[src/rtl/core/sbm_pkg.sv]
// sbm_pkg: shared types, field widths and constants of the spectrum band meter
// no dependencies; every other file refers to it by scoped names
package sbm_pkg;

  localparam int NUM_BANDS_DEF = 32;
  localparam int FFT_SIZE_DEF  = 4096;

  localparam int BIN_W  = 11;
  localparam int CPX_W  = 24;
  localparam int BAND_W = 5;
  localparam int GAIN_W = 16;
  localparam int MAG_W  = 27;
  localparam int SUM_W  = 36;
  localparam int COEF_W = 16;

  // shared serial multiplier: a operand up to the band sum, b operand up to a component
  localparam int MUL_A_W = 36;
  localparam int MUL_B_W = 24;
  localparam int MUL_P_W = MUL_A_W + MUL_B_W;

  localparam int ROOT_W = 24;
  localparam int RAD_W  = 2 * ROOT_W;
  localparam int DVD_W  = 40;

  localparam logic [COEF_W-1:0] RELEASE_RESET = 16'd1311;
  localparam logic [MAG_W-1:0]  MAG_MAX       = {MAG_W{1'b1}};
  localparam logic [SUM_W-1:0]  SUM_MAX       = {SUM_W{1'b1}};
  localparam logic [BIN_W-1:0]  BIN_MAX       = {BIN_W{1'b1}};

  typedef enum logic [1:0] {
    MODE_BIN       = 2'd0,
    MODE_TABLE     = 2'd1,
    MODE_CLR_PEAK  = 2'd2,
    MODE_CLR_ALL   = 2'd3
  } mode_t;

  typedef struct packed {
    logic [1:0]              mode;
    logic [BIN_W-1:0]        bin_index;
    logic signed [CPX_W-1:0] re;
    logic signed [CPX_W-1:0] im;
    logic [BAND_W-1:0]       band_index;
    logic [BIN_W-1:0]        band_end_bin;
    logic [GAIN_W-1:0]       band_gain;
  } in_item_t;

  typedef struct packed {
    logic [BAND_W-1:0] band;
    logic [MAG_W-1:0]  magnitude;
    logic [MAG_W-1:0]  peak;
    logic              last_band;
  } out_item_t;

endpackage

[src/rtl/core/sbm_mul.sv]
// sbm_mul: shift-add multiplier, one multiplier bit per cycle
// depends on sbm_pkg for operand widths
module sbm_mul (
  input  logic                        clk,
  input  logic                        rst,
  input  logic                        start,
  input  logic [sbm_pkg::MUL_A_W-1:0] a,
  input  logic [sbm_pkg::MUL_B_W-1:0] b,
  output logic                        done,
  output logic [sbm_pkg::MUL_P_W-1:0] p
);

  localparam int CNT_W = $clog2(sbm_pkg::MUL_B_W);

  logic [sbm_pkg::MUL_P_W-1:0] mcand;
  logic [sbm_pkg::MUL_B_W-1:0] mplier;
  logic [CNT_W-1:0]            cnt;
  logic                        running;

  always_ff @(posedge clk) begin
    if (rst) begin
      running <= 1'b0;
      done    <= 1'b0;
    end else begin
      done <= running && (cnt == '0);
      if (start) begin
        running <= 1'b1;
      end else if (running && (cnt == '0)) begin
        running <= 1'b0;
      end
    end
  end

  always_ff @(posedge clk) begin
    if (start) begin
      p      <= '0;
      mcand  <= sbm_pkg::MUL_P_W'(a);
      mplier <= b;
      cnt    <= CNT_W'(sbm_pkg::MUL_B_W - 1);
    end else if (running) begin
      if (mplier[0]) begin
        p <= p + mcand;
      end
      mcand  <= {mcand[sbm_pkg::MUL_P_W-2:0], 1'b0};
      mplier <= {1'b0, mplier[sbm_pkg::MUL_B_W-1:1]};
      cnt    <= cnt - 1'b1;
    end
  end

endmodule

[src/rtl/core/sbm_isqrt.sv]
// sbm_isqrt: digit-by-digit integer square root, one root bit per cycle
// depends on sbm_pkg for radicand and root widths
module sbm_isqrt (
  input  logic                       clk,
  input  logic                       rst,
  input  logic                       start,
  input  logic [sbm_pkg::RAD_W-1:0]  n,
  output logic                       done,
  output logic [sbm_pkg::ROOT_W-1:0] root
);

  localparam int RW    = sbm_pkg::ROOT_W;
  localparam int CNT_W = $clog2(RW);

  logic [RW+1:0]              rem;
  logic [sbm_pkg::RAD_W-1:0]  nsh;
  logic [CNT_W-1:0]           cnt;
  logic                       running;
  logic [RW+3:0]              r4;
  logic [RW+3:0]              trial;

  assign r4    = {rem, nsh[sbm_pkg::RAD_W-1 -: 2]};
  assign trial = (RW+4)'({root, 2'b01});

  always_ff @(posedge clk) begin
    if (rst) begin
      running <= 1'b0;
      done    <= 1'b0;
    end else begin
      done <= running && (cnt == '0);
      if (start) begin
        running <= 1'b1;
      end else if (running && (cnt == '0)) begin
        running <= 1'b0;
      end
    end
  end

  always_ff @(posedge clk) begin
    if (start) begin
      rem  <= '0;
      root <= '0;
      nsh  <= n;
      cnt  <= CNT_W'(RW - 1);
    end else if (running) begin
      nsh <= {nsh[sbm_pkg::RAD_W-3:0], 2'b00};
      cnt <= cnt - 1'b1;
      if (r4 >= trial) begin
        rem  <= (RW+2)'(r4 - trial);
        root <= {root[RW-2:0], 1'b1};
      end else begin
        rem  <= r4[RW+1:0];
        root <= {root[RW-2:0], 1'b0};
      end
    end
  end

endmodule

[src/rtl/core/sbm_div.sv]
// sbm_div: restoring divider, one quotient bit per cycle
// depends on sbm_pkg for dividend and bin widths
module sbm_div (
  input  logic                      clk,
  input  logic                      rst,
  input  logic                      start,
  input  logic [sbm_pkg::DVD_W-1:0] dividend,
  input  logic [sbm_pkg::BIN_W-1:0] divisor,
  output logic                      done,
  output logic [sbm_pkg::DVD_W-1:0] quotient
);

  localparam int DW    = sbm_pkg::DVD_W;
  localparam int BW    = sbm_pkg::BIN_W;
  localparam int CNT_W = $clog2(DW);

  logic [BW-1:0]    rem;
  logic [BW-1:0]    dsr;
  logic [CNT_W-1:0] cnt;
  logic             running;
  logic [BW:0]      t;

  // quotient register shifts the dividend out as quotient bits come in
  assign t = {rem, quotient[DW-1]};

  always_ff @(posedge clk) begin
    if (rst) begin
      running <= 1'b0;
      done    <= 1'b0;
    end else begin
      done <= running && (cnt == '0);
      if (start) begin
        running <= 1'b1;
      end else if (running && (cnt == '0)) begin
        running <= 1'b0;
      end
    end
  end

  always_ff @(posedge clk) begin
    if (start) begin
      rem      <= '0;
      dsr      <= divisor;
      quotient <= dividend;
      cnt      <= CNT_W'(DW - 1);
    end else if (running) begin
      cnt <= cnt - 1'b1;
      if (t >= {1'b0, dsr}) begin
        rem      <= BW'(t - {1'b0, dsr});
        quotient <= {quotient[DW-2:0], 1'b1};
      end else begin
        rem      <= t[BW-1:0];
        quotient <= {quotient[DW-2:0], 1'b0};
      end
    end
  end

endmodule

[src/rtl/core/spectrum_band_meter.sv]
// spectrum_band_meter: FFT band meter with release smoothing and peak hold
// depends on sbm_pkg, sbm_mul, sbm_isqrt and sbm_div
//
// usage: items arrive on in_valid/in_ready as in_item_t. mode selects a spectrum
// bin, a band table write, clear peaks or clear all. bins come in ascending order,
// bin 1 starts a frame. a bin that reaches the current band's end bin closes the
// band and produces one out_item_t transaction on out_valid/out_ready.
// cfg_we/cfg_wdata write release_coef; the user writes it only while the block is
// idle, which the block itself does not enforce. throughput: one item at a time.
// table writes and clears leave the block idle. a bin that does not close a band
// runs two multiplies (re and im squared) and the square root; a closing bin adds
// a gain multiply, a divide and, on release, a further multiply, all on the
// bit-serial multiplier, root and divider units.
// reset: peaks and smoothed values read as zero, frame restarts, release_coef
// returns to 1311; band tables hold nothing until written.
// stall: a finished result waits in the output register; the next item is taken
// meanwhile and a later result waits until that register is free.
module spectrum_band_meter #(
  parameter int FFT_SIZE  = sbm_pkg::FFT_SIZE_DEF
) (
  input  logic                       clk,
  input  logic                       rst,
  input  logic                       in_valid,
  output logic                       in_ready,
  input  sbm_pkg::in_item_t          in_data,
  output logic                       out_valid,
  input  logic                       out_ready,
  output sbm_pkg::out_item_t         out_data,
  input  logic                       cfg_we,
  input  logic [sbm_pkg::COEF_W-1:0] cfg_wdata
);

  localparam int NUM_BANDS = sbm_pkg::NUM_BANDS_DEF;
  localparam int IDX_W = (NUM_BANDS > 1) ? $clog2(NUM_BANDS) : 1;
  localparam int CB_W  = $clog2(NUM_BANDS + 1);
  localparam int unsigned HALF_FFT = FFT_SIZE / 2;
  localparam int MW = sbm_pkg::MAG_W;
  localparam int BW = sbm_pkg::BIN_W;

  typedef enum logic [8:0] {
    S_IDLE = 9'b000000001,
    S_SQA  = 9'b000000010,
    S_SQB  = 9'b000000100,
    S_SQRT = 9'b000001000,
    S_GMUL = 9'b000010000,
    S_DIV  = 9'b000100000,
    S_RMUL = 9'b001000000,
    S_UPD  = 9'b010000000,
    S_OUT  = 9'b100000000
  } state_t;

  state_t state;

  logic [sbm_pkg::COEF_W-1:0] release_coef;
  logic [CB_W-1:0]            cb;
  logic [BW-1:0]              first_bin;
  logic [sbm_pkg::SUM_W-1:0]  sum;
  logic [BW-1:0]              bin;
  logic [sbm_pkg::CPX_W-1:0]  b_abs;
  logic [sbm_pkg::RAD_W-1:0]  sq_a;
  logic [MW-1:0]              m_new;
  sbm_pkg::out_item_t         res;

  logic [BW-1:0]              end_mem  [NUM_BANDS];
  logic [sbm_pkg::GAIN_W-1:0] gain_mem [NUM_BANDS];
  logic [MW-1:0]              sm_mem   [NUM_BANDS];
  logic [MW-1:0]              pk_mem   [NUM_BANDS];
  logic [NUM_BANDS-1:0]       sm_vld;
  logic [NUM_BANDS-1:0]       pk_vld;
  logic [BW-1:0]              end_q;
  logic [sbm_pkg::GAIN_W-1:0] gain_q;
  logic [MW-1:0]              sm_q;
  logic [MW-1:0]              pk_q;

  logic                        mul_start;
  logic [sbm_pkg::MUL_A_W-1:0] mul_a;
  logic [sbm_pkg::MUL_B_W-1:0] mul_b;
  logic                        mul_done;
  logic [sbm_pkg::MUL_P_W-1:0] mul_p;
  logic                        sqrt_start;
  logic                        sqrt_done;
  logic [sbm_pkg::ROOT_W-1:0]  root;
  logic                        div_start;
  logic                        div_done;
  logic [sbm_pkg::DVD_W-1:0]   quot;

  logic [IDX_W-1:0]            cb_idx;
  logic                        accept;
  logic [sbm_pkg::CPX_W-1:0]   re_abs_in;
  logic [sbm_pkg::CPX_W-1:0]   im_abs_in;
  logic                        bin_ok;
  logic                        restart;
  logic                        proceed;
  logic [sbm_pkg::SUM_W:0]     sum_wide;
  logic [sbm_pkg::SUM_W-1:0]   sum_new;
  logic                        close;
  logic [BW-1:0]               count;
  logic [MW-1:0]               val_c;
  logic [MW-1:0]               sm_cur;
  logic [MW-1:0]               pk_cur;
  logic [MW-1:0]               diff;
  logic [MW-1:0]               pk_new;
  logic                        out_free;
  logic                        out_load;

  assign cb_idx    = cb[IDX_W-1:0];
  assign in_ready  = (state == S_IDLE);
  assign accept    = in_valid && in_ready;
  assign re_abs_in = in_data.re[sbm_pkg::CPX_W-1] ? sbm_pkg::CPX_W'(-in_data.re) : in_data.re;
  assign im_abs_in = in_data.im[sbm_pkg::CPX_W-1] ? sbm_pkg::CPX_W'(-in_data.im) : in_data.im;
  assign bin_ok    = (in_data.bin_index != '0) && (32'(in_data.bin_index) < HALF_FFT);
  assign restart   = (in_data.bin_index == BW'(1));
  assign proceed   = bin_ok && (restart || (cb < CB_W'(NUM_BANDS)));

  assign sum_wide = {1'b0, sum} + (sbm_pkg::SUM_W + 1)'(root);
  assign sum_new  = sum_wide[sbm_pkg::SUM_W] ? sbm_pkg::SUM_MAX : sum_wide[sbm_pkg::SUM_W-1:0];
  assign close    = (bin >= end_q);
  // bin below the band start counts as one bin
  assign count    = (bin >= first_bin) ? BW'(bin - first_bin + BW'(1)) : BW'(1);
  assign val_c    = (quot > sbm_pkg::DVD_W'(sbm_pkg::MAG_MAX)) ? sbm_pkg::MAG_MAX : quot[MW-1:0];
  assign sm_cur   = sm_vld[cb_idx] ? sm_q : '0;
  assign pk_cur   = pk_vld[cb_idx] ? pk_q : '0;
  assign diff     = sm_cur - val_c;
  assign pk_new   = (m_new > pk_cur) ? m_new : pk_cur;
  assign out_free = !out_valid || out_ready;
  assign out_load = (state == S_OUT) && out_free;

  always_comb begin
    mul_start = 1'b0;
    mul_a     = '0;
    mul_b     = '0;
    unique case (state)
      S_IDLE: begin
        mul_start = accept && (in_data.mode == sbm_pkg::MODE_BIN) && proceed;
        mul_a     = sbm_pkg::MUL_A_W'(re_abs_in);
        mul_b     = sbm_pkg::MUL_B_W'(re_abs_in);
      end
      S_SQA: begin
        mul_start = mul_done;
        mul_a     = sbm_pkg::MUL_A_W'(b_abs);
        mul_b     = sbm_pkg::MUL_B_W'(b_abs);
      end
      S_SQRT: begin
        mul_start = sqrt_done && close;
        mul_a     = sum_new;
        mul_b     = sbm_pkg::MUL_B_W'(gain_q);
      end
      S_DIV: begin
        mul_start = div_done && !(val_c > sm_cur);
        mul_a     = sbm_pkg::MUL_A_W'(diff);
        mul_b     = sbm_pkg::MUL_B_W'(release_coef);
      end
      default: begin
        mul_start = 1'b0;
      end
    endcase
  end

  assign sqrt_start = (state == S_SQB) && mul_done;
  assign div_start  = (state == S_GMUL) && mul_done;

  sbm_mul u_mul (
    .clk   (clk),
    .rst   (rst),
    .start (mul_start),
    .a     (mul_a),
    .b     (mul_b),
    .done  (mul_done),
    .p     (mul_p)
  );

  sbm_isqrt u_isqrt (
    .clk   (clk),
    .rst   (rst),
    .start (sqrt_start),
    .n     (sq_a + mul_p[sbm_pkg::RAD_W-1:0]),
    .done  (sqrt_done),
    .root  (root)
  );

  // gain is Q4.12: dropping 12 product bits before dividing by count is exact
  sbm_div u_div (
    .clk      (clk),
    .rst      (rst),
    .start    (div_start),
    .dividend (mul_p[sbm_pkg::DVD_W+11:12]),
    .divisor  (count),
    .done     (div_done),
    .quotient (quot)
  );

  // band tables and per-band stores, registered reads at the current band
  always_ff @(posedge clk) begin
    if (accept && (in_data.mode == sbm_pkg::MODE_TABLE) &&
        (32'(in_data.band_index) < NUM_BANDS)) begin
      end_mem[IDX_W'(in_data.band_index)]  <= in_data.band_end_bin;
      gain_mem[IDX_W'(in_data.band_index)] <= in_data.band_gain;
    end
    if (state == S_UPD) begin
      sm_mem[cb_idx] <= m_new;
      pk_mem[cb_idx] <= pk_new;
    end
    end_q  <= end_mem[cb_idx];
    gain_q <= gain_mem[cb_idx];
    sm_q   <= sm_mem[cb_idx];
    pk_q   <= pk_mem[cb_idx];
  end

  always_ff @(posedge clk) begin
    if (rst) begin
      state        <= S_IDLE;
      release_coef <= sbm_pkg::RELEASE_RESET;
      cb           <= '0;
      first_bin    <= BW'(1);
      sum          <= '0;
      sm_vld       <= '0;
      pk_vld       <= '0;
      out_valid    <= 1'b0;
    end else begin
      if (cfg_we) begin
        release_coef <= cfg_wdata;
      end
      if (out_load) begin
        out_valid <= 1'b1;
      end else if (out_valid && out_ready) begin
        out_valid <= 1'b0;
      end
      unique case (state)
        S_IDLE: begin
          if (accept) begin
            unique case (in_data.mode)
              sbm_pkg::MODE_BIN: begin
                if (bin_ok && restart) begin
                  cb        <= '0;
                  first_bin <= BW'(1);
                  sum       <= '0;
                end
                if (proceed) begin
                  state <= S_SQA;
                end
              end
              sbm_pkg::MODE_CLR_PEAK: begin
                pk_vld <= '0;
              end
              sbm_pkg::MODE_CLR_ALL: begin
                pk_vld    <= '0;
                sm_vld    <= '0;
                cb        <= '0;
                first_bin <= BW'(1);
                sum       <= '0;
              end
              default: begin
              end
            endcase
          end
        end
        S_SQA: begin
          if (mul_done) begin
            state <= S_SQB;
          end
        end
        S_SQB: begin
          if (mul_done) begin
            state <= S_SQRT;
          end
        end
        S_SQRT: begin
          if (sqrt_done) begin
            sum   <= sum_new;
            state <= close ? S_GMUL : S_IDLE;
          end
        end
        S_GMUL: begin
          if (mul_done) begin
            state <= S_DIV;
          end
        end
        S_DIV: begin
          if (div_done) begin
            state <= (val_c > sm_cur) ? S_UPD : S_RMUL;
          end
        end
        S_RMUL: begin
          if (mul_done) begin
            state <= S_UPD;
          end
        end
        S_UPD: begin
          sm_vld[cb_idx] <= 1'b1;
          pk_vld[cb_idx] <= 1'b1;
          state          <= S_OUT;
        end
        S_OUT: begin
          if (out_free) begin
            cb        <= cb + 1'b1;
            first_bin <= (bin >= sbm_pkg::BIN_MAX) ? sbm_pkg::BIN_MAX : bin + BW'(1);
            sum       <= '0;
            state     <= S_IDLE;
          end
        end
        default: begin
          state <= S_IDLE;
        end
      endcase
    end
  end

  // item and datapath holding registers
  always_ff @(posedge clk) begin
    if (accept) begin
      bin   <= in_data.bin_index;
      b_abs <= im_abs_in;
    end
    if ((state == S_SQA) && mul_done) begin
      sq_a <= mul_p[sbm_pkg::RAD_W-1:0];
    end
    if ((state == S_DIV) && div_done) begin
      m_new <= (val_c > sm_cur) ? val_c : sm_cur;
    end
    if ((state == S_RMUL) && mul_done) begin
      m_new <= m_new - mul_p[MW+15:16];
    end
    if (state == S_UPD) begin
      res.band      <= sbm_pkg::BAND_W'(cb);
      res.magnitude <= m_new;
      res.peak      <= pk_new;
      res.last_band <= (cb == CB_W'(NUM_BANDS - 1));
    end
    if (out_load) begin
      out_data <= res;
    end
  end

endmodule

[config.mk]
export PLATFORM = sky130hd
export DESIGN_NAME = spectrum_band_meter
export DESIGN_NICKNAME = d
export VERILOG_FILES = /design/src/rtl/core/sbm_pkg.sv /design/src/rtl/core/sbm_mul.sv /design/src/rtl/core/sbm_isqrt.sv /design/src/rtl/core/sbm_div.sv /design/src/rtl/core/spectrum_band_meter.sv
export SDC_FILE = /design/constraint.sdc
export NUM_CORES = 2
export LEC_CHECK = 0
export BUFFER_PORTS_ARGS = -buffer_cell sky130_fd_sc_hd__buf_2
export CAP_MARGIN = 20
export CORE_MARGIN = 3
export CORE_UTILIZATION = 30
export DETAILED_ROUTE_END_ITERATION = 10
export PLACE_DENSITY_LB_ADDON = 0.25
export SLEW_MARGIN = 10
export SYNTH_ARGS = -nofsm -noshare
export SYNTH_HDL_FRONTEND = slang
export SYNTH_SLANG_ARGS = --single-unit
[constraint.sdc]
create_clock -name clk -period 12.35 [get_ports clk]
set_input_delay 0.6175 -clock clk [delete_from_list [all_inputs] [get_ports clk]]
set_output_delay 0.6175 -clock clk [all_outputs]
set_load 0.05 [all_outputs]
==> impl_metrics.json <==
{
  "clock_latency_ns": 0.98,
  "reg2regPathDepth": 18,
  "cts_buffers": 363,
  "ctsResizeCount": 0,
  "ys_ff_latch": 3356,
  "avgViaCountPerCell": 5.242,
  "worst_setup_path_end_kind": "flip-flop",
  "hold_violations": 0,
  "drt_iter0_markers": 8692,
  "min_period_over_period": 0.6432,
  "power_mw": 24.80,
  "synthMuxAreaShare": 0.1156,
  "die_x_um": 688.2,
  "switchingPower_mw": 5.629,
  "power_leakage_nw": 50.27,
  "wire_per_inst_um": 27.78,
  "fin_crit_ns": 7.944,
  "grt.overflow.total": 0,
  "vdd_drop_max_mv": 0.1110,
  "die_h_um": 688.2,
  "drc": 0,
  "synth_top_family_by_area": "multiplexers",
  "r2r_end": "u_mul.mplier[7]",
  "synth-edff-count": 2981,
  "fmax_mhz": 125.9,
  "p_clk_frac": 0.438,
  "powerDensity_nw_per_um2": 153.5,
  "worstPathRequired_ns": 12.90,
  "core_um2": 461700,
  "ant_nets": 0,
  "crit_type": "reg2reg",
  "ys.flop_type": "edfxtp_1",
  "cts.sinks": 3356,
  "yosysSeqAreaShare": 0.6949,
  "io_pins": 176,
  "via_count": 80782,
  "htree_num_levels": 5,
  "critPathCapture": "u_mul.mplier[7]",
  "cts-root-buf": "clkbuf_16",
  "cts.path.max_buffers": 4,
  "start_util": 0.3024,
  "p_int_mw": 19.17,
  "syn_to_final_growth_pct": 15.67,
  "worstSetupStartpoint": "cb[0]",
  "synthAdderAreaFrac": 0.02610,
  "multi_input_comb_area_um2": 40760,
  "drv_slew": 0,
  "synth_compound_area_frac": 0.07354,
  "syn_nets": 8993,
  "synth_commonest_cells": "edfxtp_1 (2981), mux4_2 (657), nor2_1 (522)",
  "switching_share": 0.2270,
  "path_max_fanout": 74,
  "synthesis.area_um2": 139600,
  "fin_skew_ns": 0.1251,
  "dp_hpwl_um": 258100,
  "max-slew-margin-rel": 0.2398,
  "start_kind": "flip-flop",
  "ys_warn_count": 0,
  "cts_tree": "built",
  "dieArea_um2": 473600,
  "seq_area_um2": 97030,
  "grt_antenna_before_repair": 53,
  "gp_congestion": 0.8449,
  "yosysTopAreaCellShare": 0.6411,
  "tightest_slew_ns": 1.140,
  "syn_inst": 8601,
  "grt_pass1_vias": 80571,
  "path_clk_slew_ns": 0.06,
  "comb_power_share": 0.057,
  "setup-tns-final_ns": 0,
  "avgSynthCellArea_um2": 16.23,
  "yosys-top-cells-area": "edfxtp_1 (64%), mux4_2 (11%), dfxtp_1 (5.4%)",
  "synthArstFlopShare": 0,
  "rows": 249,
  "synth_xor_area_frac": 0.01549,
  "critical_path_arrival_ns": 8.49,
  "cap_violations": 0,
  "grt_pass1_wl_um": 606600,
  "min_path_type": "in2reg",
  "fillers": 43618,
  "fin_nets": 9344,
  "reg2reg_from": "cb[0]",
  "grt_usage": 0.1763,
  "grt_max_degree": 131,
  "rsz0062_at_grt": "no",
  "synth.most_common_cell": "edfxtp_1",
  "synth_top_area_cell": "edfxtp_1",
  "portBuffers": 175,
  "wl_um": 428100,
  "first_pass_iters": 6,
  "synthSimpleGateAreaFrac": 0.05592,
  "p_seq_frac": 0.505,
  "run_status": "complete, no violations",
  "ys_types": 93,
  "hold_ws_ns": 0.06490,
  "setup_viol": 0,
  "r2r_slack_ns": 4.41,
  "drive_above_1_share": 0.1887
}
cell families after synthesis:
group                    Yosys count
XOR/XNOR                         247
adder cells (fa/ha/maj)          287
flip-flops                      3356
buffers and inverters            667
multiplexers                     791
AO/OA/AOI/OAI                   1584
AND/OR/NAND/NOR                 1669
repair_timing:
item | in CTS | in global routing
hold endpoints to repair | 39 | 0
hold buffers | 38 | 0
setup buffers | 0 | 0
setup endpoints to repair | 0 | 0
worst max-delay path: stages, from the launching register on:
cell      delay, ns
dfxtp_4        0.94
buf_4          0.68
buf_12         0.51
nor4_1         0.17
nor3_2         0.62
o22ai_4        0.12
buf_4          0.33
and2_1         0.26
ha_1           0.45
and3_1         0.31
a21boi_0       0.26
nand4_1        0.12
o211ai_1       0.28
a31oi_1        0.14
o311ai_4       0.32
nand2_2        0.09
o211a_1        0.60
nand2b_2       0.68
buf_4          0.54
worst min path at each step:
| stage | start | to | slack, ns | cells after the start |
|---|---|---|---|---|
| 2_1_floorplan | res[0] | out_data[0] | 0.40 | 0 |
| 3_3_place_gp | res[53] | out_data[53] | 0.41 | 0 |
| 3_5_place_dp | res[53] | out_data[53] | 0.40 | 0 |
| 4_1_cts | in_data[50] | b_abs[18] | 0.0004 | 2 |
| 5_1_grt | in_data[50] | b_abs[18] | 0.03 | 2 |
| 6_report | in_data[50] | b_abs[18] | 0.06 | 2 |
metal layers:
metal | vias up | wire length, um | global-route usage | part of all wire
li1 | 34901 | - | - | -
met1 | 42608 | 186700 | 0.2479 | 0.44
met2 | 2698 | 204200 | 0.2892 | 0.48
met3 | 563 | 25580 | 0.02181 | 0.060
met4 | 12 | 11520 | 0.04595 | 0.027
met5 | - | 72 | 0 | 0.00017
through the flow:
| stage | instances | cell area [um2] | utilization | setup WS [ns] |
|---|---|---|---|---|
| 2_1_floorplan | 8601 | 139600 | - | 5.673 |
| 3_3_place_gp | 14680 | 148800 | 0.3224 | 4.517 |
| 3_5_place_dp | 14694 | 149100 | 0.3230 | 4.365 |
| 4_1_cts | 15401 | 161400 | 0.3496 | 4.358 |
| 5_1_grt | 15407 | 161500 | 0.3498 | 3.753 |
| 6_report | 15412 | 161500 | 0.3498 | 4.406 |
power groups by stage:
stage / Clock (mW) / Combinational [mW] / Sequential [mW]
after floorplan: 0 / 0.983 / 12.7
after global placement: 0 / 1.37 / 12.8
after detailed placement: 0 / 1.39 / 12.8
after CTS: 11.1 / 1.41 / 12.5
after global routing: 11.6 / 1.56 / 12.5
final: 10.9 / 1.41 / 12.5
sequential cells by signal (all words and copies together), names as in the netlist, 36 cells and up:
| signal | cells |
|---|---|
| u_isqrt.nsh | 48 |
| end_mem | 352 |
| sq_a | 48 |
| res | 60 |
| sum | 36 |
| pk_mem | 864 |
| u_div.quotient | 40 |
| out_data | 60 |
| u_mul.mcand | 52 |
| u_mul.p | 52 |
| sm_mem | 864 |
| gain_mem | 512 |
layout by cell type (no fill, tap or decap), types with 23 or more instances in the layout:
cell / instances
inv_1: 208
dfxtp_1: 372
nand3_1: 81
bufinv_16: 26
a21o_1: 108
clkinv_1: 60
o21ai_0: 296
o21a_1: 35
buf_4: 205
nand2b_1: 51
buf_2: 174
dlygate4sd3_1: 38
clkinv_2: 59
mux4_2: 657
nor2_4: 36
ha_1: 268
clkbuf_16: 371
nor2_1: 486
o211ai_1: 32
clkbuf_8: 23
nand4_1: 127
or3_1: 23
edfxtp_1: 2981
and3_4: 29
a211oi_1: 30
xnor2_1: 145
mux2i_1: 101
a21oi_1: 399
a31oi_1: 102
and3_1: 36
nand2_1: 495
xor2_1: 102
and2_1: 25
clkbuf_1: 88
nor3_1: 96
a22oi_1: 350
o31ai_1: 36
o21bai_1: 30
nor2b_1: 51
cell type report:
class,count,area share
antenna,7,0.0001085
clock buffer,482,0.06149
clock inverter,187,0.01223
inverter,210,0.004912
multi-input combinational,4578,0.2524
sequential,3356,0.6008
tap,6149,0.04764
timing repair buffer,443,0.02038
(Power assumes the default switching activity.)
